<file path="src/rtl/core/sprite_slot_allocator_defines.svh">
// Assertion macros shared by the sprite slot allocator modules.
// Needs nothing else; include it inside a module body before use.
`ifndef SPRITE_SLOT_ALLOCATOR_DEFINES_SVH
`define SPRITE_SLOT_ALLOCATOR_DEFINES_SVH

// Antecedent and consequent in the same cycle.
`define SSA_ASSERT_SAME(lbl, clk, rst_n, ante, cons, msg) \
    lbl: assert property (@(posedge clk) disable iff (!(rst_n)) (ante) |-> (cons)) else $error(msg);

// Consequent in the cycle after the antecedent.
`define SSA_ASSERT_NEXT(lbl, clk, rst_n, ante, cons, msg) \
    lbl: assert property (@(posedge clk) disable iff (!(rst_n)) (ante) |=> (cons)) else $error(msg);

`endif

</file>
<file path="src/rtl/core/ssa_pkg.sv">
// Shared types and constants for the sprite slot allocator.
// Used by ssa_ctrl, ssa_datapath and sprite_slot_allocator; depends on nothing.
package ssa_pkg;

    localparam int SSA_SLOT_COUNT = 16;

    localparam int CMD_W    = 2;
    localparam int SLOT_W   = 4;
    localparam int STATUS_W = 2;
    localparam int OAM_W    = 5;
    localparam int TOTAL_W  = 5;

    localparam logic [CMD_W-1:0] CMD_RESET   = 2'd0;
    localparam logic [CMD_W-1:0] CMD_ALLOC   = 2'd1;
    localparam logic [CMD_W-1:0] CMD_RELEASE = 2'd2;
    localparam logic [CMD_W-1:0] CMD_NOP     = 2'd3;

    localparam logic [STATUS_W-1:0] ST_OK         = 2'd0;
    localparam logic [STATUS_W-1:0] ST_NO_FREE    = 2'd1;
    localparam logic [STATUS_W-1:0] ST_STACK_FULL = 2'd2;
    localparam logic [STATUS_W-1:0] ST_NOT_ACTIVE = 2'd3;

    // Commands from the controller to the datapath.
    typedef struct packed {
        logic                latch_in;
        logic                pool_reset;
        logic                alloc_rd;
        logic                alloc_commit;
        logic                push;
        logic                search_start;
        logic                search_issue;
        logic                swap_rd;
        logic                swap_commit;
        logic                load_result;
        logic [STATUS_W-1:0] status;
    } t_dp_cmd;

    // Status from the datapath to the controller.
    typedef struct packed {
        logic [CMD_W-1:0] cmd;
        logic             slot_oob;
        logic             free_empty;
        logic             active_full;
        logic             more;
        logic             hit;
        logic             ovf;
    } t_dp_sts;

endpackage

</file>
<file path="src/rtl/core/ssa_datapath.sv">
// Datapath of the sprite slot allocator: free stack, active list, counters, result.
// Depends on ssa_pkg and sprite_slot_allocator_defines.svh.
module ssa_datapath
    import ssa_pkg::*;
#(
    parameter int SLOT_COUNT = SSA_SLOT_COUNT
) (
    input  logic                i_clk,
    input  logic                i_rst_n,
    input  logic [CMD_W-1:0]    i_command,
    input  logic [SLOT_W-1:0]   i_slot_id,
    input  t_dp_cmd             i_cmd,
    output t_dp_sts             o_sts,
    output logic [STATUS_W-1:0] o_status,
    output logic [SLOT_W-1:0]   o_granted_slot,
    output logic                o_hide_valid,
    output logic [OAM_W-1:0]    o_hide_oam_index,
    output logic [TOTAL_W-1:0]  o_active_total
);
    `include "sprite_slot_allocator_defines.svh"

    localparam int IDX_W = (SLOT_COUNT > 1) ? $clog2(SLOT_COUNT) : 1;
    localparam int CNT_W = $clog2(SLOT_COUNT + 1);
    localparam logic [CNT_W-1:0] CNT_MAX   = CNT_W'(SLOT_COUNT);
    localparam logic [IDX_W-1:0] LAST_SLOT = IDX_W'(SLOT_COUNT - 1);

    logic [CMD_W-1:0]    r_cmd;
    logic [SLOT_W-1:0]   r_slot;

    logic [IDX_W-1:0]    r_free_mem [SLOT_COUNT];
    logic [SLOT_COUNT-1:0] r_free_vld;
    logic [CNT_W-1:0]    r_free_cnt;
    logic [IDX_W-1:0]    r_free_rd;
    logic                r_ovf;

    logic [IDX_W-1:0]    r_act_mem [SLOT_COUNT];
    logic [CNT_W-1:0]    r_act_cnt;
    logic [IDX_W-1:0]    r_act_rd;
    logic [CNT_W-1:0]    r_idx;
    logic [IDX_W-1:0]    r_cmp_idx;
    logic                r_cmp_vld;

    logic [SLOT_W-1:0]   r_granted;
    logic                r_hide;

    logic [STATUS_W-1:0] r_out_status;
    logic [SLOT_W-1:0]   r_out_granted;
    logic                r_out_hide;
    logic [OAM_W-1:0]    r_out_oam;
    logic [TOTAL_W-1:0]  r_out_total;

    logic [CNT_W-1:0]    w_free_m1;
    logic [CNT_W-1:0]    w_act_m1;
    logic [IDX_W-1:0]    w_free_top;
    logic [IDX_W-1:0]    w_act_last;
    logic [IDX_W-1:0]    w_slot_idx;
    logic [IDX_W-1:0]    w_act_rd_addr;
    logic [IDX_W-1:0]    w_act_wr_addr;
    logic [IDX_W-1:0]    w_act_wr_data;
    logic                w_free_full;
    logic                w_do_push;

    assign w_free_m1     = r_free_cnt - CNT_W'(1);
    assign w_act_m1      = r_act_cnt - CNT_W'(1);
    assign w_free_top    = w_free_m1[IDX_W-1:0];
    assign w_act_last    = w_act_m1[IDX_W-1:0];
    assign w_slot_idx    = IDX_W'(r_slot);
    assign w_free_full   = (r_free_cnt == CNT_MAX);
    assign w_do_push     = i_cmd.push && !w_free_full;
    assign w_act_rd_addr = i_cmd.swap_rd ? w_act_last : r_idx[IDX_W-1:0];
    assign w_act_wr_addr = i_cmd.alloc_commit ? r_act_cnt[IDX_W-1:0] : r_cmp_idx;
    assign w_act_wr_data = i_cmd.alloc_commit ? r_free_rd : r_act_rd;

    always_comb begin
        o_sts.cmd         = r_cmd;
        o_sts.slot_oob    = (32'(r_slot) >= 32'(SLOT_COUNT));
        o_sts.free_empty  = (r_free_cnt == '0);
        o_sts.active_full = (r_act_cnt == CNT_MAX);
        o_sts.more        = (r_idx < r_act_cnt);
        o_sts.hit         = r_cmp_vld && (r_act_rd == w_slot_idx);
        o_sts.ovf         = r_ovf;
    end

    // Input item and per-item scratch.
    always_ff @(posedge i_clk) begin
        if (i_cmd.latch_in) begin
            r_cmd  <= i_command;
            r_slot <= i_slot_id;
        end
        if (i_cmd.latch_in) begin
            r_granted <= '0;
        end else if (i_cmd.alloc_commit) begin
            r_granted <= SLOT_W'(r_free_rd);
        end
        if (i_cmd.latch_in) begin
            r_hide <= 1'b0;
        end else if (i_cmd.swap_commit) begin
            r_hide <= 1'b1;
        end
        if (i_cmd.push) begin
            r_ovf <= w_free_full;
        end
    end

    // Free stack storage; an entry not pushed since reset or pool reset reads as LAST_SLOT minus its index.
    always_ff @(posedge i_clk) begin
        if (w_do_push) begin
            r_free_mem[r_free_cnt[IDX_W-1:0]] <= w_slot_idx;
        end
        if (i_cmd.alloc_rd) begin
            r_free_rd <= r_free_vld[w_free_top] ? r_free_mem[w_free_top]
                                                : (LAST_SLOT - w_free_top);
        end
    end

    always_ff @(posedge i_clk) begin
        if (!i_rst_n || i_cmd.pool_reset) begin
            r_free_vld <= '0;
        end else if (w_do_push) begin
            r_free_vld[r_free_cnt[IDX_W-1:0]] <= 1'b1;
        end
    end

    always_ff @(posedge i_clk) begin
        if (!i_rst_n || i_cmd.pool_reset) begin
            r_free_cnt <= CNT_MAX;
        end else if (i_cmd.alloc_commit) begin
            r_free_cnt <= w_free_m1;
        end else if (w_do_push) begin
            r_free_cnt <= r_free_cnt + CNT_W'(1);
        end
    end

    // Active list storage.
    always_ff @(posedge i_clk) begin
        if (i_cmd.alloc_commit || i_cmd.swap_commit) begin
            r_act_mem[w_act_wr_addr] <= w_act_wr_data;
        end
        if (i_cmd.search_issue || i_cmd.swap_rd) begin
            r_act_rd <= r_act_mem[w_act_rd_addr];
        end
    end

    always_ff @(posedge i_clk) begin
        if (!i_rst_n || i_cmd.pool_reset) begin
            r_act_cnt <= '0;
        end else if (i_cmd.alloc_commit) begin
            r_act_cnt <= r_act_cnt + CNT_W'(1);
        end else if (i_cmd.swap_commit) begin
            r_act_cnt <= w_act_m1;
        end
    end

    // The search reads one entry per cycle and compares it on the next.
    always_ff @(posedge i_clk) begin
        if (!i_rst_n) begin
            r_idx     <= '0;
            r_cmp_vld <= 1'b0;
        end else begin
            r_cmp_vld <= i_cmd.search_issue;
            if (i_cmd.search_start) begin
                r_idx <= '0;
            end else if (i_cmd.search_issue) begin
                r_idx <= r_idx + CNT_W'(1);
            end
        end
    end

    always_ff @(posedge i_clk) begin
        if (i_cmd.search_issue) begin
            r_cmp_idx <= r_idx[IDX_W-1:0];
        end
    end

    always_ff @(posedge i_clk) begin
        if (i_cmd.load_result) begin
            r_out_status  <= i_cmd.status;
            r_out_granted <= r_granted;
            r_out_hide    <= r_hide;
            r_out_oam     <= r_hide ? OAM_W'({r_slot, 1'b0}) : '0;
            r_out_total   <= TOTAL_W'(r_act_cnt);
        end
    end

    assign o_status         = r_out_status;
    assign o_granted_slot   = r_out_granted;
    assign o_hide_valid     = r_out_hide;
    assign o_hide_oam_index = r_out_oam;
    assign o_active_total   = r_out_total;

    `SSA_ASSERT_SAME(a_free_cnt_bound, i_clk, i_rst_n, 1'b1, r_free_cnt <= CNT_MAX, "free count above slot count")
    `SSA_ASSERT_SAME(a_act_cnt_bound, i_clk, i_rst_n, 1'b1, r_act_cnt <= CNT_MAX, "active count above slot count")
    `SSA_ASSERT_SAME(a_swap_nonempty, i_clk, i_rst_n, i_cmd.swap_commit, r_act_cnt != '0, "swap with empty active list")
    `SSA_ASSERT_NEXT(a_alloc_grows, i_clk, i_rst_n, i_cmd.alloc_commit, r_act_cnt == CNT_W'($past(r_act_cnt) + CNT_W'(1)), "allocate did not grow active list")

endmodule

</file>
<file path="src/rtl/core/ssa_ctrl.sv">
// Controller state machine of the sprite slot allocator.
// Depends on ssa_pkg and sprite_slot_allocator_defines.svh; drives ssa_datapath.
module ssa_ctrl
    import ssa_pkg::*;
(
    input  logic    i_clk,
    input  logic    i_rst_n,
    input  logic    i_in_valid,
    output logic    o_in_ready,
    output logic    o_out_valid,
    input  logic    i_out_ready,
    input  t_dp_sts i_sts,
    output t_dp_cmd o_cmd
);
    `include "sprite_slot_allocator_defines.svh"

    localparam logic [2:0] S_IDLE   = 3'd0;
    localparam logic [2:0] S_DECODE = 3'd1;
    localparam logic [2:0] S_ALLOC  = 3'd2;
    localparam logic [2:0] S_SEARCH = 3'd3;
    localparam logic [2:0] S_SWAP   = 3'd4;
    localparam logic [2:0] S_FINISH = 3'd5;

    logic [2:0]          r_state, n_state;
    logic [STATUS_W-1:0] r_status, n_status;
    logic                r_out_vld;
    logic                w_out_free;

    assign w_out_free = !r_out_vld || i_out_ready;

    always_comb begin
        n_state    = r_state;
        n_status   = r_status;
        o_in_ready = 1'b0;
        o_cmd      = '0;
        o_cmd.status = r_status;
        case (r_state)
            S_IDLE: begin
                o_in_ready = 1'b1;
                if (i_in_valid) begin
                    o_cmd.latch_in = 1'b1;
                    n_state        = S_DECODE;
                end
            end
            S_DECODE: begin
                n_state  = S_FINISH;
                n_status = ST_OK;
                case (i_sts.cmd)
                    CMD_RESET: begin
                        o_cmd.pool_reset = 1'b1;
                    end
                    CMD_ALLOC: begin
                        if (i_sts.free_empty || i_sts.active_full) begin
                            n_status = ST_NO_FREE;
                        end else begin
                            o_cmd.alloc_rd = 1'b1;
                            n_state        = S_ALLOC;
                        end
                    end
                    CMD_RELEASE: begin
                        if (i_sts.slot_oob) begin
                            n_status = ST_NOT_ACTIVE;
                        end else begin
                            o_cmd.push         = 1'b1;
                            o_cmd.search_start = 1'b1;
                            n_state            = S_SEARCH;
                        end
                    end
                    default: begin
                        n_status = ST_OK;
                    end
                endcase
            end
            S_ALLOC: begin
                o_cmd.alloc_commit = 1'b1;
                n_status           = ST_OK;
                n_state            = S_FINISH;
            end
            S_SEARCH: begin
                // A hit on the entry fetched last cycle wins over fetching the next one.
                if (i_sts.hit) begin
                    o_cmd.swap_rd = 1'b1;
                    n_state       = S_SWAP;
                end else if (i_sts.more) begin
                    o_cmd.search_issue = 1'b1;
                end else begin
                    n_status = i_sts.ovf ? ST_STACK_FULL : ST_NOT_ACTIVE;
                    n_state  = S_FINISH;
                end
            end
            S_SWAP: begin
                o_cmd.swap_commit = 1'b1;
                n_status          = i_sts.ovf ? ST_STACK_FULL : ST_OK;
                n_state           = S_FINISH;
            end
            S_FINISH: begin
                if (w_out_free) begin
                    o_cmd.load_result = 1'b1;
                    n_state           = S_IDLE;
                end
            end
            default: begin
                n_state = S_IDLE;
            end
        endcase
    end

    always_ff @(posedge i_clk) begin
        if (!i_rst_n) begin
            r_state   <= S_IDLE;
            r_status  <= ST_OK;
            r_out_vld <= 1'b0;
        end else begin
            r_state  <= n_state;
            r_status <= n_status;
            if (o_cmd.load_result) begin
                r_out_vld <= 1'b1;
            end else if (i_out_ready) begin
                r_out_vld <= 1'b0;
            end
        end
    end

    assign o_out_valid = r_out_vld;

    `SSA_ASSERT_NEXT(a_accept_decodes, i_clk, i_rst_n, i_in_valid && o_in_ready, r_state == S_DECODE, "accepted beat not decoded")
    `SSA_ASSERT_NEXT(a_hit_swaps, i_clk, i_rst_n, (r_state == S_SEARCH) && i_sts.hit, r_state == S_SWAP, "search hit did not swap")
    `SSA_ASSERT_NEXT(a_finish_delivers, i_clk, i_rst_n, (r_state == S_FINISH) && w_out_free, r_out_vld && (r_state == S_IDLE), "result not presented")

endmodule

</file>
<file path="src/rtl/core/sprite_slot_allocator.sv">
// Sprite slot allocator: a LIFO free stack of slot numbers and an unordered list
// of active slots. Each beat carries one command and yields one result beat.
// Reset, no-op and a refused allocate go from decode straight to the finish state,
// and a granted allocate passes through the allocate state first. A release of an
// in-range slot walks the active list linearly, reading one entry per cycle through
// its single read port, so its time grows with the number of active slots before it.
// A result waits in the output register while the next beat is accepted.
// Depends on ssa_pkg, ssa_ctrl and ssa_datapath.
module sprite_slot_allocator
    import ssa_pkg::*;
#(
    parameter int SLOT_COUNT = SSA_SLOT_COUNT
) (
    input  logic                i_clk,
    input  logic                i_rst_n,
    input  logic                i_in_valid,
    output logic                o_in_ready,
    input  logic [CMD_W-1:0]    i_command,
    input  logic [SLOT_W-1:0]   i_slot_id,
    output logic                o_out_valid,
    input  logic                i_out_ready,
    output logic [STATUS_W-1:0] o_status,
    output logic [SLOT_W-1:0]   o_granted_slot,
    output logic                o_hide_valid,
    output logic [OAM_W-1:0]    o_hide_oam_index,
    output logic [TOTAL_W-1:0]  o_active_total
);

    t_dp_cmd w_cmd;
    t_dp_sts w_sts;

    ssa_ctrl u_ctrl (
        .i_clk       (i_clk),
        .i_rst_n     (i_rst_n),
        .i_in_valid  (i_in_valid),
        .o_in_ready  (o_in_ready),
        .o_out_valid (o_out_valid),
        .i_out_ready (i_out_ready),
        .i_sts       (w_sts),
        .o_cmd       (w_cmd)
    );

    ssa_datapath #(
        .SLOT_COUNT (SLOT_COUNT)
    ) u_datapath (
        .i_clk            (i_clk),
        .i_rst_n          (i_rst_n),
        .i_command        (i_command),
        .i_slot_id        (i_slot_id),
        .i_cmd            (w_cmd),
        .o_sts            (w_sts),
        .o_status         (o_status),
        .o_granted_slot   (o_granted_slot),
        .o_hide_valid     (o_hide_valid),
        .o_hide_oam_index (o_hide_oam_index),
        .o_active_total   (o_active_total)
    );

endmodule
</file>
<file path="config.mk">
export PLATFORM = sky130hd
export DESIGN_NAME = sprite_slot_allocator
export DESIGN_NICKNAME = d
export VERILOG_FILES = /design/src/rtl/core/ssa_pkg.sv /design/src/rtl/core/ssa_datapath.sv /design/src/rtl/core/ssa_ctrl.sv /design/src/rtl/core/sprite_slot_allocator.sv
export VERILOG_INCLUDE_DIRS = /design/src /design/src/rtl/core
export SDC_FILE = /design/constraint.sdc
export NUM_CORES = 1
export LEC_CHECK = 0
export ABC_CLOCK_PERIOD_IN_PS = 6720
export BUFFER_PORTS_ARGS = -buffer_cell sky130_fd_sc_hd__clkbuf_2
export CORE_ASPECT_RATIO = 0.75
export CORE_MARGIN = 1.5
export CORE_UTILIZATION = 60
export DETAILED_ROUTE_END_ITERATION = 6
export GPL_ROUTABILITY_DRIVEN = 0
export GPL_TIMING_DRIVEN = 0
export PLACE_DENSITY = 0.88
export RECOVER_POWER = 50
export REMOVE_ABC_BUFFERS = 1
export SYNTH_ARGS = -nofsm -noshare
export SYNTH_HDL_FRONTEND = slang
export SYNTH_SLANG_ARGS = --single-unit
</file>
<file path="constraint.sdc">
create_clock -name i_clk -period 6.72 [get_ports i_clk]
set_input_delay 0.672 -clock i_clk [delete_from_list [all_inputs] [get_ports i_clk]]
set_output_delay 0.672 -clock i_clk [all_outputs]
set_load 0.05 [all_outputs]
</file>
== Word level (Yosys, flattened, before mapping) ==
Memory sizes are Yosys's and may differ from the RTL's. A register that Yosys moved wholly into a read port is not among the register bits.
Cells that the tools add are included.

* Input bits: 10
* RAM bits: 128
* Logic and storage cells: 121
* Memories: 2
* Output and inout bits: 19
* Bits in registers: 75

{| class="wikitable"
|+ Memories
! name !! depth !! bits a word !! read ports !! clocked after Yosys merged registers in !! write ports !! RTL line !! source
|-
| u_datapath.r_act_mem || 16 || 4 || 1 || 1 || 1 || ssa_datapath.sv:36 || <nowiki>logic [IDX_W-1:0] r_act_mem [SLOT_COUNT];</nowiki>
|-
| u_datapath.r_free_mem || 16 || 4 || 1 || 0 || 1 || ssa_datapath.sv:30 || <nowiki>logic [IDX_W-1:0] r_free_mem [SLOT_COUNT];</nowiki>
|}

* $lt $le $gt $ge: 4
* Equal/unequal tests: 15
* Bitwise logic cells: 2
* Add/sub/neg operators: 6
* Muxes and demuxes: 49
* Reduce and logical (&&, ||, !) cells: 22

{| class="wikitable"
|+ Operator list
! kind !! number
|-
| 1-bit 2-to-1 mux || 23
|-
| 5-bit 2-to-1 mux || 4
|-
| 2-bit 2-to-1 mux || 8
|-
| 4-bit 2-to-1 mux || 4
|-
| 16-bit OR || 1
|-
| 5-bit by 1-bit adder with 5-bit output, second input constant || 3
|-
| 3-bit 2-to-1 mux || 5
|-
| 3-bit one-hot mux with 5 select lines || 1
|-
| 5-bit == test, second input constant || 2
|-
| 4-bit by 5-bit < comparator with 1-bit output, second input constant || 2
|-
| 5-bit by 1-bit subtractor with 5-bit output, second input constant || 2
|-
| 2-bit one-hot mux with 4 select lines || 1
|-
| 3-bit by 2-bit == test with 1-bit output, second input constant || 2
|-
| 3-bit == test, second input constant || 2
|-
| 2-bit != test, second input constant || 3
|-
| 3-bit one-hot mux with 2 select lines || 1
|-
| 3-bit AND reduction || 2
|-
| 2-bit nonzero test || 3
|-
| 5-bit zero test || 1
|-
| 1-bit logical OR || 5
|-
| 5-bit < comparator || 1
|-
| 1-bit binary-select mux with 4-bit select || 1
|-
| 1-bit demux with 4-bit select || 1
|-
| 4-bit == test || 1
|-
| 14 further kinds || 19
|}

== Longest topological paths before layout ==
Gate-level depths: netlist of the first run.

* Depth after elaboration: 6
* Mapped depth: 12
* Gate-level depth less buffers: 8

== Cells and area by module ==
Synthesis of the first run repeated with hierarchy kept, for this count alone.

* Cell total of the unflattened synthesis: 705
* Area, all modules: 9,098.7 um^2

{| class="wikitable"
|+ Modules (own cells, without submodules)
! module !! sequential area each (um^2) !! area an instance (um^2) !! cells each !! times used
|-
| ssa_datapath || 5,635.4 || 8,567.0 || 634 || 1
|-
| ssa_ctrl || 120.1 || 531.8 || 71 || 1
|}

== Least setup slack after synthesis of the first run ==
Ideal clock, no wire load.

* Path type: register -> register
* Start point: reg u_datapath.r_free_cnt[0]
* End point: reg u_datapath.r_free_rd[0], data pin
* Slack: 3,726 ps
* Stages on the path, launching flop included: 10
* Path buffers: 4
* Period minus slack after synthesis: 2,994 ps
* Required time: 6,460 ps
* Library setup time: 260 ps
* Data arrival time: 2,734 ps
* Path through: dfxtp_1 > buf_2 > buf_6 > buf_2 > inv_1 > ha_1 > buf_2 > mux4_2 > mux4_2 > mux2_2

* Cells in the longest elaborated chain, start to end: 4
* Elaborated cells on any way between the ends: 6
* Classes of those cells: add/sub: 2; mux: 3; memory: 1

{| class="wikitable"
|+ RTL lines
! what !! RTL line !! source
|-
| from (decl) || ssa_datapath.sv:32 || <nowiki>logic [CNT_W-1:0] r_free_cnt;</nowiki>
|-
| from (signal assigned) || ssa_datapath.sv:128 || <nowiki>r_free_cnt <= w_free_m1;</nowiki>
|-
| from (signal assigned) || ssa_datapath.sv:130 || <nowiki>r_free_cnt <= r_free_cnt + CNT_W'(1);</nowiki>
|-
| 5-bit by 1-bit subtractor with 5-bit output (*) || ssa_datapath.sv:63 || <nowiki>assign w_free_m1 = r_free_cnt - CNT_W'(1);</nowiki>
|-
| 1-bit binary-select mux with 4-bit select || ssa_datapath.sv:111 || <nowiki>r_free_rd <= r_free_vld[w_free_top] ? r_free_mem[w_free_top]</nowiki>
|-
| 1-bit 2-to-1 mux (not written as such) || ssa_datapath.sv:111 ||
|-
| 4-bit 2-to-1 mux (*) || ssa_datapath.sv:111 ||
|-
| to (signal assigned) || ssa_datapath.sv:111 ||
|-
| to (decl) || ssa_datapath.sv:33 || <nowiki>logic [IDX_W-1:0] r_free_rd;</nowiki>
|}

Every way passes the cells marked *; elsewhere a longest branch is shown, timed or not. The select of a mux whose other input is x is not followed.
A chain may end at the register's enable or synchronous reset.

== Worst setup path after layout of the first run ==
* Start point: reg u_datapath.r_act_cnt[0]
* End point: reg u_datapath.r_act_rd[2], read port of u_datapath.r_act_mem, data pin

* Cells in the longest elaborated chain, start to end: 5
* Elaborated cells on any way between the ends: 7
* Classes of those cells: add/sub: 1; order compare: 1; mux: 4; reduce/logical: 1

{| class="wikitable"
|+ RTL lines
! what !! RTL line !! source
|-
| from (decl) || ssa_datapath.sv:37 || <nowiki>logic [CNT_W-1:0] r_act_cnt;</nowiki>
|-
| from (signal assigned) || ssa_datapath.sv:148 || <nowiki>r_act_cnt <= r_act_cnt + CNT_W'(1);</nowiki>
|-
| from (signal assigned) || ssa_datapath.sv:150 || <nowiki>r_act_cnt <= w_act_m1;</nowiki>
|-
| 5-bit < comparator || ssa_datapath.sv:79 || <nowiki>o_sts.more = (r_idx < r_act_cnt);</nowiki>
|-
| 1-bit 2-to-1 mux || ssa_ctrl.sv:84 || <nowiki>end else if (i_sts.more) begin</nowiki>
|-
| 1-bit 2-to-1 mux || ssa_ctrl.sv:81 || <nowiki>if (i_sts.hit) begin</nowiki>
|-
| 2-bit 2-to-1 mux || ssa_ctrl.sv:37 || <nowiki>case (r_state)</nowiki>
|-
| 1-bit logical OR || ssa_datapath.sv:139 || <nowiki>if (i_cmd.search_issue || i_cmd.swap_rd) begin</nowiki>
|-
| to (decl) || ssa_datapath.sv:38 || <nowiki>logic [IDX_W-1:0] r_act_rd;</nowiki>
|}

Several ways; a longest one is shown, not always the timed one.

==> run_results.csv, run 1 <==
group,metric,value,unit
outcome,status,"finished with violations",
outcome,violations,"design-rule violations, max-capacitance violations, max-slew violations",
worst_setup_path,slowest_delay,1.36,ns
synthesis,yosysTopAreaCell,"edfxtp_1",
routing,drc,2,
clock_tree,cts.repair.resized,0,
global_routing,antenna_found_initial,0,
worst_setup_path,arrival,4.56,ns
routing,viasPerCell,6.84,
synthesis,ys.warnings.count,0,
synthesis,yosys-top-cells-area,"edfxtp_1 (52%), mux4_2 (12%), dfxtp_1 (9.1%)",
routing,dr.pass1.iters,7,
worst_setup_path,critPathKind,"flip-flop to flip-flop",
cells_and_area,nNetsFinal,714,
sta,rsz0062_at_grt,"no",
synthesis,synthDistinctLibCells,60,
clock_tree,postCtsSetupBuffers,0,
global_routing,grt_max_degree,28,
flow_run,max_cap_viol_count,5,
cells_and_area,drive_gt1_share,15.4,%
sta,timing.fmax,232,MHz
synthesis,synth_edf_count,163,
sta,setup_violations,0,
worst_setup_path,startpoint_type,"flip-flop",
routing,num_vias,6214,
sta,finalHoldWorstSlack,0.346,ns
sta,finalHoldViolations,0,
floorplan,start_util,61.7,%
power_and_ir_drop,pwr_density_cell,281,nW/um^2
routing,wl_per_cell,23.8,um
synthesis,synth.ff_latch_count,206,
clock_tree,cts_root_buf,"clkbuf_16",
synthesis,synthTopCellsByCount,"edfxtp_1 (163), nor2_1 (64), mux4_2 (50)",
global_routing,grt_pass1_wl,33600,um
min_path,hold_class,"primary input to flip-flop",
worst_setup_path,crit_path_cell_trace,"inv_1, ha_1, mux4_2, a21boi_0, a211o_1, a221o_1",
clock_tree,insertion_delay,0.50,ns
worst_setup_path,required,6.97,ns
synthesis,synth.yosys.seq_area_share,60.8,%
floorplan,num_rows,39,
sta,min_period,4.31,ns
clock_tree,cts_hold_buf,0,
worst_setup_path,cp-end-kind,"flip-flop",
cells_and_area,utilization,67.4,%
synthesis,synth-async-reset-ratio,0,%
clock_tree,tritoncts,"yes",
global_routing,grt_usage,26.9,%
synthesis,yosysMostFrequentCell,"edfxtp_1",
cells_and_area,diodes,0,
sta,tns,0,ns
synthesis,netlist_area,9460,sq um
worst_setup_path,r2r_setup_slack,2.41,ns
clock_tree,htree_num_levels,1,
sta,worst_pin_slew,2.27,ns
floorplan,core,15300,sq um
sta,relSlewSlack,-52.0,%
sta,setup_slack,2.41,ns
synthesis,syn_area_per_cell,13.9,sq um
place,dp.cells,870,
synthesis,synth_top_area_share,51.7,%
worst_setup_path,worstPathMaxFanout,27,
routing,drt-initial-drc-count,929,
cells_and_area,fin_cells,908,
place,io_buffers,27,
routing,wirelength,21600,um
floorplan,fp.dieW,148,um
worst_setup_path,cp_slowest_cell,"dfxtp_1",
place,dpl.hpwl,14200,um
global_routing,overflow,0,
synthesis,synth_cells,679,
sta,timing.final.max_slew_violations,90,
clock_tree,cts_made_buffers,21,
clock_tree,cts.sinks,206,
clock_tree,clk_pin_slew_worst_paths,0.06,ns
floorplan,dieArea,16500,sq um
power_and_ir_drop,worst_ir_drop_vdd,214,uV
sta,period_share,64.1,%
floorplan,fp.dieH,112,um
clock_tree,cts_buffer_depth,3,
sta,finClkSkew,0.0148,ns
cells_and_area,area_growth,9.22,%
place,dp_slack,3.02,ns
floorplan,io_pins,29,
power_and_ir_drop,p_leak,3.41,nW
routing,ant_nets,0,
synthesis,synthFlopType,"edfxtp_1",
global_routing,grt_pass1_vias,6097,
state kept, by name, indices dropped and copies added (netlist names), 3 cells and up:
signal and cells:
u_ctrl.r_state 3, u_datapath.o_active_total 5, u_datapath.o_granted_slot 4, u_datapath.o_hide_oam_index 4, u_datapath.r_act_cnt 5, u_datapath.r_act_mem 64
u_datapath.r_act_rd 4, u_datapath.r_cmp_idx 4, u_datapath.r_free_cnt 5, u_datapath.r_free_mem 64, u_datapath.r_free_rd 4, u_datapath.r_free_vld 16
u_datapath.r_granted 4, u_datapath.r_idx 5, u_datapath.r_slot 4
layout by cell type (no fill, tap or decap), drive strengths merged, types with 11 or more instances in the layout:
| master | instances |
|---|---|
| a21oi | 30 |
| inv | 17 |
| nor2 | 64 |
| mux4 | 50 |
| nand3 | 15 |
| o21ai | 14 |
| nor3 | 12 |
| edfxtp | 163 |
| mux2i | 11 |
| clkbuf | 51 |
| nand2 | 40 |
| ha | 16 |
| xnor2 | 11 |
| dfxtp | 43 |
| and2 | 18 |
kinds of logic after synthesis:
group / share of synthesized area, %
flip-flops: 60.8
AND/OR/NAND/NOR: 10.9
AO/OA/AOI/OAI: 8.50
multiplexers: 13.7
buffers and inverters: 2.57
adder cells (fa/ha/maj): 2.12
XOR/XNOR: 1.39
other: 0.0396
worst paths after layout:
path | start | endpoint | cells after the start
hold reg to reg | u_datapath.r_granted[3] | u_datapath.o_granted_slot[3] | 0
hold / removal | i_command[0] | u_datapath.r_cmd[0] | 1
setup / recovery | u_datapath.r_act_cnt[0] | u_datapath.r_act_rd[2] | 6
setup reg to reg | u_datapath.r_act_cnt[0] | u_datapath.r_act_rd[2] | 6
worst max-delay path: cells and delay by family (launching register included):
family / cells / cell delay (ns)
mux: 1 / 0.44
compound gates: 3 / 0.77
buf+inv: 1 / 0.43
fa+ha+maj: 1 / 1.05
flops: 1 / 1.36
where the power goes:
| group | internal [mW] | leakage, nW | switching (mW) |
|---|---|---|---|
| Sequential | 1.41 | 1.82 | 0.0599 |
| Combinational | 0.106 | 1.26 | 0.159 |
| Clock | 0.694 | 0.335 | 0.482 |
| Total | 2.21 | 3.41 | 0.701 |
per-layer routing:
metal,vias to the layer above,GRT usage (%),part of all wire (%)
met3,90,7.01,12
met4,0,9.04,3.7
met5,-,0,0
met1,3012,39.1,40
met2,461,40.0,45
li1,2651,-,-
through the flow:
| stage | power (mW) | instance area [sq um] |
|---|---|---|
| floorplan | 1.66 | 9270 |
| global placement | 1.73 | 9670 |
| detailed placement | 1.75 | 9670 |
| CTS | 2.91 | 10400 |
| global route | 2.99 | 10300 |
| finish | 2.91 | 10300 |
layout make-up:
class	count	area, sq um
Clock buffer	24	537
Clock inverter	14	158
Fill cell	1002	4990
Inverter	15	56.3
Multi-Input combinational cell	417	3460
Sequential cell	206	5760
Tap cell	205	256
Timing Repair Buffer	27	113
Power figures use the tool's default switching activity.
==> inputs of run 2 (changes only) <==
--- a/config.mk
+++ b/config.mk
@@ -6,7 +6,7 @@
 export SDC_FILE = /design/constraint.sdc
 export NUM_CORES = 1
 export LEC_CHECK = 0
-export ABC_CLOCK_PERIOD_IN_PS = 6720
+export ABC_CLOCK_PERIOD_IN_PS = 4400
 export BUFFER_PORTS_ARGS = -buffer_cell sky130_fd_sc_hd__clkbuf_2
 export CORE_ASPECT_RATIO = 0.75
 export CORE_MARGIN = 1.5
==> constraint.sdc (replaced) <==
create_clock -name i_clk -period 4.4 [get_ports i_clk]
set_input_delay 0.44 -clock i_clk [delete_from_list [all_inputs] [get_ports i_clk]]
set_output_delay 0.44 -clock i_clk [all_outputs]
set_load 0.05 [all_outputs]
==> run 2 against run 1 <==
  * The run ends with max-capacitance violations, max-slew violations left
  * Combinational power up 52%
  * First-iteration DRC count down 0.11%
  * Worst setup slack worse by 2.0 ns
  * Design area about the same
  * Sequential power up 52%
  * Die area unchanged
  * Worst hold slack worse by 0.23 ns
  * Non-clock buffer count unchanged
  * Maximum frequency up 8.6%
  * Sequential share of layout area about the same
  * Critical endpoint is now u_datapath.r_act_mem[11][2]
  * Largest cell class unchanged
==> run_results.csv, run 2 (synthesis results as in run 1) <==
group,metric,value,unit
outcome,status,"finished with violations",
outcome,violations,"max-capacitance violations, max-slew violations",
clock_tree,cts.sinks,206,
clock_tree,cts_buffer_depth,3,
worst_setup_path,timing.rr.start,"u_ctrl.r_state[1]",
routing,drc,0,
sta,min_period,3.97,ns
worst_setup_path,crit_path_start,"u_ctrl.r_state[1]",
sta,setup_slack,0.434,ns
worst_setup_path,critPathTopFamily,"simple AND/OR/NAND/NOR gates",
clock_tree,cts_hold_buf,0,
global_routing,grt_pass1_wl,33600,um
worst_setup_path,reg2reg_to,"u_datapath.r_act_mem[11][2]",
place,dp_slack,0.699,ns
place,io_buffers,27,
clock_tree,cts_root_buf,"clkbuf_16",
clock_tree,clk_pin_slew_worst_paths,0.06,ns
cells_and_area,layout_common_cells,"edfxtp_1 (163), nor2_1 (64), mux4_2 (50)",
worst_setup_path,endpoint,"u_datapath.r_act_mem[11][2]",
routing,dr.pass1.iters,7,
floorplan,fp.dieH,112,um
cells_and_area,drive_gt1_share,15.5,%
power_and_ir_drop,worst_ir_drop_vdd,327,uV
cells_and_area,fillers,1001,
power_and_ir_drop,total_power,4.44,mW
flow_run,max_cap_viol_count,3,
clock_tree,cts.repair.resized,0,
routing,wl_per_cell,23.7,um
routing,wirelength,21600,um
min_path,hold_class,"primary input to flip-flop",
sta,tns,0,ns
sta,finalHoldViolations,0,
worst_setup_path,arrival,4.10,ns
worst_setup_path,startpoint_type,"flip-flop",
clock_tree,postCtsSetupBuffers,0,
floorplan,core,15300,sq um
clock_tree,htree_num_levels,1,
global_routing,grt_max_degree,28,
clock_tree,tritoncts,"yes",
global_routing,grt_usage,26.9,%
global_routing,overflow,0,
worst_setup_path,cp-end-kind,"flip-flop",
floorplan,start_util,61.7,%
power_and_ir_drop,p_leak,3.41,nW
cells_and_area,final_common_cell,"edfxtp_1",
global_routing,antenna_found_initial,0,
routing,ant_nets,0,
sta,relSlewSlack,-51.3,%
routing,viasPerCell,6.83,
floorplan,io_pins,29,
sta,worst_pin_slew,2.26,ns
place,dp.cells,870,
cells_and_area,nNetsFinal,714,
worst_setup_path,worstPathMaxFanout,20,
clock_tree,insertion_delay,0.50,ns
place,dpl.hpwl,14200,um
power_and_ir_drop,p_sw_share,24.1,%
global_routing,grt_pass1_vias,6097,
worst_setup_path,crit_path_cell_trace,"nor3b_1, a31oi_1, nor2_1",
worst_setup_path,crit_cells,3,
sta,rsz0062_at_grt,"no",
routing,drt-initial-drc-count,928,
worst_setup_path,critPathKind,"flip-flop to flip-flop",
routing,num_vias,6201,
power_and_ir_drop,clkPwrFrac,40.5,%
worst_setup_path,worstRegToRegCells,3,
clock_tree,cts_made_buffers,21,
floorplan,num_rows,39,
sta,setup_violations,0,
worst_setup_path,r2r_setup_slack,0.43,ns
floorplan,fp.dieW,148,um
cells_and_area,utilization,67.4,%
place,placed_cell_area,9670,sq um
sta,timing.fmax,252,MHz
cells_and_area,area_growth,9.23,%
worst_setup_path,cp_slowest_cell,"nor3b_1",
worst_setup_path,slowest_delay,1.81,ns
power_and_ir_drop,pwr_density_cell,430,nW/um^2
sta,period_share,90.1,%
sta,finClkSkew,0.0162,ns
cells_and_area,fin_cells,908,
worst_setup_path,path_buf_inv,0,
worst_setup_path,required,4.54,ns
cells_and_area,postLayoutCellArea,10300,sq um
cells_and_area,diodes,0,
power_and_ir_drop,net-switching-power,1.07,mW
sta,timing.final.max_slew_violations,61,
power_and_ir_drop,comb_power_share,9.1,%
power_and_ir_drop,internal_power,3.37,mW
min_path,hold_start,"i_command[0]",
floorplan,dieArea,16500,sq um
sta,finalHoldWorstSlack,0.114,ns
power_and_ir_drop,p_seq_share,50.4,%
-- run 2: power groups by stage --
stage	clock network [mW]	registers [mW]	logic (mW)
finish	1.80	2.24	0.403
global route	1.88	2.25	0.432
CTS	1.81	2.24	0.397
detailed placement	0	2.28	0.389
global placement	0	2.27	0.377
floorplan	0	2.27	0.276
-- run 2: how the worst min path moves through the flow --
stage / endpoint / depth (start not counted)
4_1_cts: u_datapath.r_cmd[0] / 1
5_1_grt: u_datapath.r_cmd[0] / 1
3_3_place_gp: u_datapath.o_granted_slot[3] / 0
6_report: u_datapath.r_cmd[0] / 1
3_5_place_dp: u_datapath.o_status[0] / 0
2_1_floorplan: u_datapath.o_granted_slot[0] / 0
-- run 2: metal layers --
layer	GRT usage (%)	vias up	share of wire (%)	wire, um
met3	7.01	94	12	2560
met2	40.0	446	45	9640
met5	0	-	0	0
met1	39.1	3012	40	8570
li1	-	2649	-	-
met4	9.04	0	3.6	777
-- run 2: final cells by class --
class	instances	area [sq um]	share of cell area [%]
clock buffers	24	537	5.19
clock inverters	14	158	1.53
inverters	15	56.3	0.545
repair buffers	27	111	1.08
well taps	205	256	2.48
multi-input cells	417	3460	33.5
flip-flops and latches	206	5760	55.7
==> inputs of run 3 (changes only) <==
--- a/config.mk
+++ b/config.mk
@@ -6,6 +6,7 @@
 export SDC_FILE = /design/constraint.sdc
 export NUM_CORES = 1
 export LEC_CHECK = 0
+export ABC_AREA = 1
 export ABC_CLOCK_PERIOD_IN_PS = 4400
 export BUFFER_PORTS_ARGS = -buffer_cell sky130_fd_sc_hd__clkbuf_2
 export CORE_ASPECT_RATIO = 0.75
==> run 3 against run 2 <==
  * The run ends with design-rule violations, max-capacitance violations, max-slew violations left
  * Wire length is 2.5% lower
  * Via count is 7.9% higher
  * Maximum frequency is 0.99% higher
  * Worst setup slack better by 0.039 ns
  * Combinational power is 14% lower
  * Sequential share of layout area is 1.8 points higher
  * Global-route usage is 0.15 points lower
  * Clock power is 2% lower
  * Synthesized cell count is 29% higher
  * Non-clock buffer count is 4 higher
  * Total power is 2.9% lower
  * Sequential cell count stayed put
  * Largest power group unchanged
  * Highest routed layer unchanged
==> run_results.csv, run 3 <==
group,metric,value,unit
flow_run,max_cap_viol_count,2,
synthesis,synthMuxAreaShare,0,%
routing,top_layer,"met4",
global_routing,grt_pass1_vias,6331,
synthesis,synth_cells,877,
routing,viasPerCell,6.01,
synthesis,synthDistinctLibCells,42,
outcome,status,"finished with violations",
place,io_buffers,27,
global_routing,antenna_found_initial,0,
synthesis,syn_area_per_cell,10.4,sq um
worst_setup_path,worstPathMaxFanout,24,
synthesis,synth.ff_latch_count,206,
synthesis,synth_compound_gate_area_share,9.44,%
cells_and_area,diodes,0,
sta,finClkSkew,0.0121,ns
place,dp.cells,1077,
cells_and_area,multi_input_area,2730,sq um
synthesis,synth-simple-area-share,17.5,%
cells_and_area,fillers,1042,
floorplan,fp.dieW,145,um
routing,ant_nets,0,
synthesis,synth_edf_count,163,
synthesis,synth-async-reset-ratio,0,%
worst_setup_path,worstRegToRegCells,12,
power_and_ir_drop,pwr_density_cell,431,nW/um^2
worst_setup_path,startpoint_type,"flip-flop",
min_path,hold_class,"primary input to flip-flop",
global_routing,grt_usage,26.7,%
worst_setup_path,r2r_setup_slack,0.47,ns
clock_tree,cts_buffer_depth,3,
synthesis,synthTopCellsByCount,"edfxtp_1 (163), nand2_1 (129), inv_1 (114)",
synthesis,synth.yosys.seq_area_share,63.1,%
cells_and_area,layout_common_cells,"edfxtp_1 (163), nand2_1 (130), inv_1 (116)",
synthesis,yosysTopAreaCell,"edfxtp_1",
global_routing,overflow,0,
sta,relSlewSlack,-12.6,%
sta,worst_pin_slew,1.69,ns
worst_setup_path,timing.rr.start,"u_datapath.r_slot[0]",
sta,setup_violations,0,
power_and_ir_drop,p_leak,3.82,nW
routing,wl_met2,9370,um
routing,dr.pass1.iters,7,
min_path,min_delay_path_depth,1,
worst_setup_path,reg2reg_to,"u_datapath.r_act_rd[1]",
worst_setup_path,arrival,4.27,ns
sta,timing.fmax,255,MHz
sta,finalHoldViolations,0,
power_and_ir_drop,worst_ir_drop_vdd,342,uV
floorplan,core,14600,sq um
synthesis,netlist_area,9120,sq um
outcome,violations,"design-rule violations, max-capacitance violations, max-slew violations",
synthesis,synth_top_family_by_area,"simple AND/OR/NAND/NOR gates",
synthesis,yosysMostFrequentCell,"edfxtp_1",
clock_tree,tritoncts,"yes",
floorplan,num_rows,38,
sta,rsz0062_at_grt,"no",
clock_tree,cts_made_buffers,20,
min_path,hold_start,"i_slot_id[1]",
routing,wl_per_cell,18.9,um
power_and_ir_drop,total_power,4.31,mW
floorplan,start_util,62.3,%
cells_and_area,area_growth,9.70,%
clock_tree,postCtsSetupBuffers,0,
cells_and_area,fin_cells,1113,
cells_and_area,nNetsFinal,925,
cells_and_area,register_area,5760,sq um
synthesis,yosys-top-cells-area,"edfxtp_1 (54%), dfxtp_1 (9.4%), nand2_1 (5.3%)",
sta,min_period,3.93,ns
clock_tree,clk_pin_slew_worst_paths,0.06,ns
clock_tree,cts_root_buf,"clkbuf_16",
global_routing,grt_pass1_wl,32800,um
worst_setup_path,critPathKind,"flip-flop to flip-flop",
cells_and_area,drive_gt1_share,7.23,%
floorplan,dieArea,16000,sq um
sta,timing.final.max_slew_violations,39,
sta,tns,0,ns
synthesis,ys.warnings.count,0,
routing,drt-met1-wl,8630,um
floorplan,fp.dieH,110,um
sta,period_share,89.2,%
cells_and_area,postLayoutCellArea,10000,sq um
clock_tree,htree_num_levels,1,
routing,drt-initial-drc-count,972,
synthesis,synth_fa_ha_area_share,2.20,%
cells_and_area,final_common_cell,"edfxtp_1",
global_routing,grt_max_degree,47,
routing,wl_met3,2390,um
synthesis,synth_xor_area_share,0.768,%
routing,num_vias,6691,
min_path,whs_endpoint,"u_datapath.r_slot[1]",
floorplan,io_pins,29,
worst_setup_path,required,4.74,ns
place,dpl.hpwl,13400,um
synthesis,synthFlopType,"edfxtp_1",
clock_tree,cts.sinks,206,
synthesis,synth_top_area_share,53.7,%
routing,drc,4,
routing,wirelength,21000,um
worst_setup_path,cp-end-kind,"flip-flop",
place,placed_cell_area,9380,sq um
clock_tree,insertion_delay,0.49,ns
run 3: changes by cell type after synthesis, sizes merged, moves of 18 or more:
cell,before,now
nor2,64,91
o21ai,14,62
nand3,15,93
mux4,50,0
nand2,40,134
inv,15,122
and2,18,0
run 3: worst max path at each step:
stage	from	end	slack (ns)	depth (start not counted)
floorplan	u_datapath.r_free_cnt[0]	u_datapath.r_free_rd[0]	1.15	12
global placement	u_datapath.r_free_cnt[0]	u_datapath.r_free_rd[0]	-0.29	12
detailed placement	u_datapath.r_free_cnt[0]	u_datapath.r_free_rd[0]	-0.37	12
CTS	u_datapath.r_free_cnt[0]	u_datapath.r_free_rd[0]	0.37	12
global route	u_datapath.r_free_cnt[0]	u_datapath.r_free_rd[2]	0.21	12
finish	u_datapath.r_slot[0]	u_datapath.r_act_rd[1]	0.47	12
run 3: critical path, cell delays in order, from the launching register on:
cell	delay [ns]
edfxtp_1	0.84
inv_1	0.10
nand2_1	0.10
nand3_1	0.10
nor2_1	0.30
nand3_2	0.38
nand2_1	0.55
nand2_1	0.65
nand2_1	0.22
nand3_1	0.11
nand3_1	0.14
nand3_1	0.13
nand2_1	0.13
run 3: cells by family after synthesis:
| family | Yosys count |
|---|---|
| AO/OA/AOI/OAI | 140 |
| flip-flops | 206 |
| other | 1 |
| buffers and inverters | 153 |
| AND/OR/NAND/NOR | 353 |
| adder cells (fa/ha/maj) | 16 |
| XOR/XNOR | 8 |
run 3: layer usage:
layer  global-route usage [%]  vias up
li1                         -     3035
met1                     37.1     3102
met2                     42.7      483
met3                     5.35       71
met4                     9.04        0
met5                        0        -
run 3: cell type report:
type                       instances  share of cell area (%)
clock inverter                    11                    1.30
timing repair buffer              31                    1.31
tap                              200                    2.50
clock buffer                      25                    5.40
multi-input combinational        518                    27.3
sequential                       206                    57.5
inverter                         122                    4.63
run 3: metrics by stage:
stage	utilization (%)	worst slack, ns	hold slack [ns]
after floorplan	-	1.15	0.408
after global placement	63.8	-0.295	0.410
after detailed placement	64.0	-0.373	0.424
after CTS	68.6	0.369	0.116
after global routing	68.3	0.211	0.114
final	68.3	0.473	0.121
run 3: where the power goes:
group / total [mW] / internal [mW] / leakage [nW] / switching, mW
sequential: 2.21 / 2.15 / 1.83 / 0.0604
clock: 1.76 / 1.05 / 0.322 / 0.709
combinational: 0.347 / 0.0958 / 1.68 / 0.251
total: 4.31 / 3.29 / 3.82 / 1.02
run 3: what timing repair did:
item	4_1_cts	5_1_grt
pin swaps	0	0
hold buffers	0	0
resized for setup	1	1
setup endpoints to repair	4	3
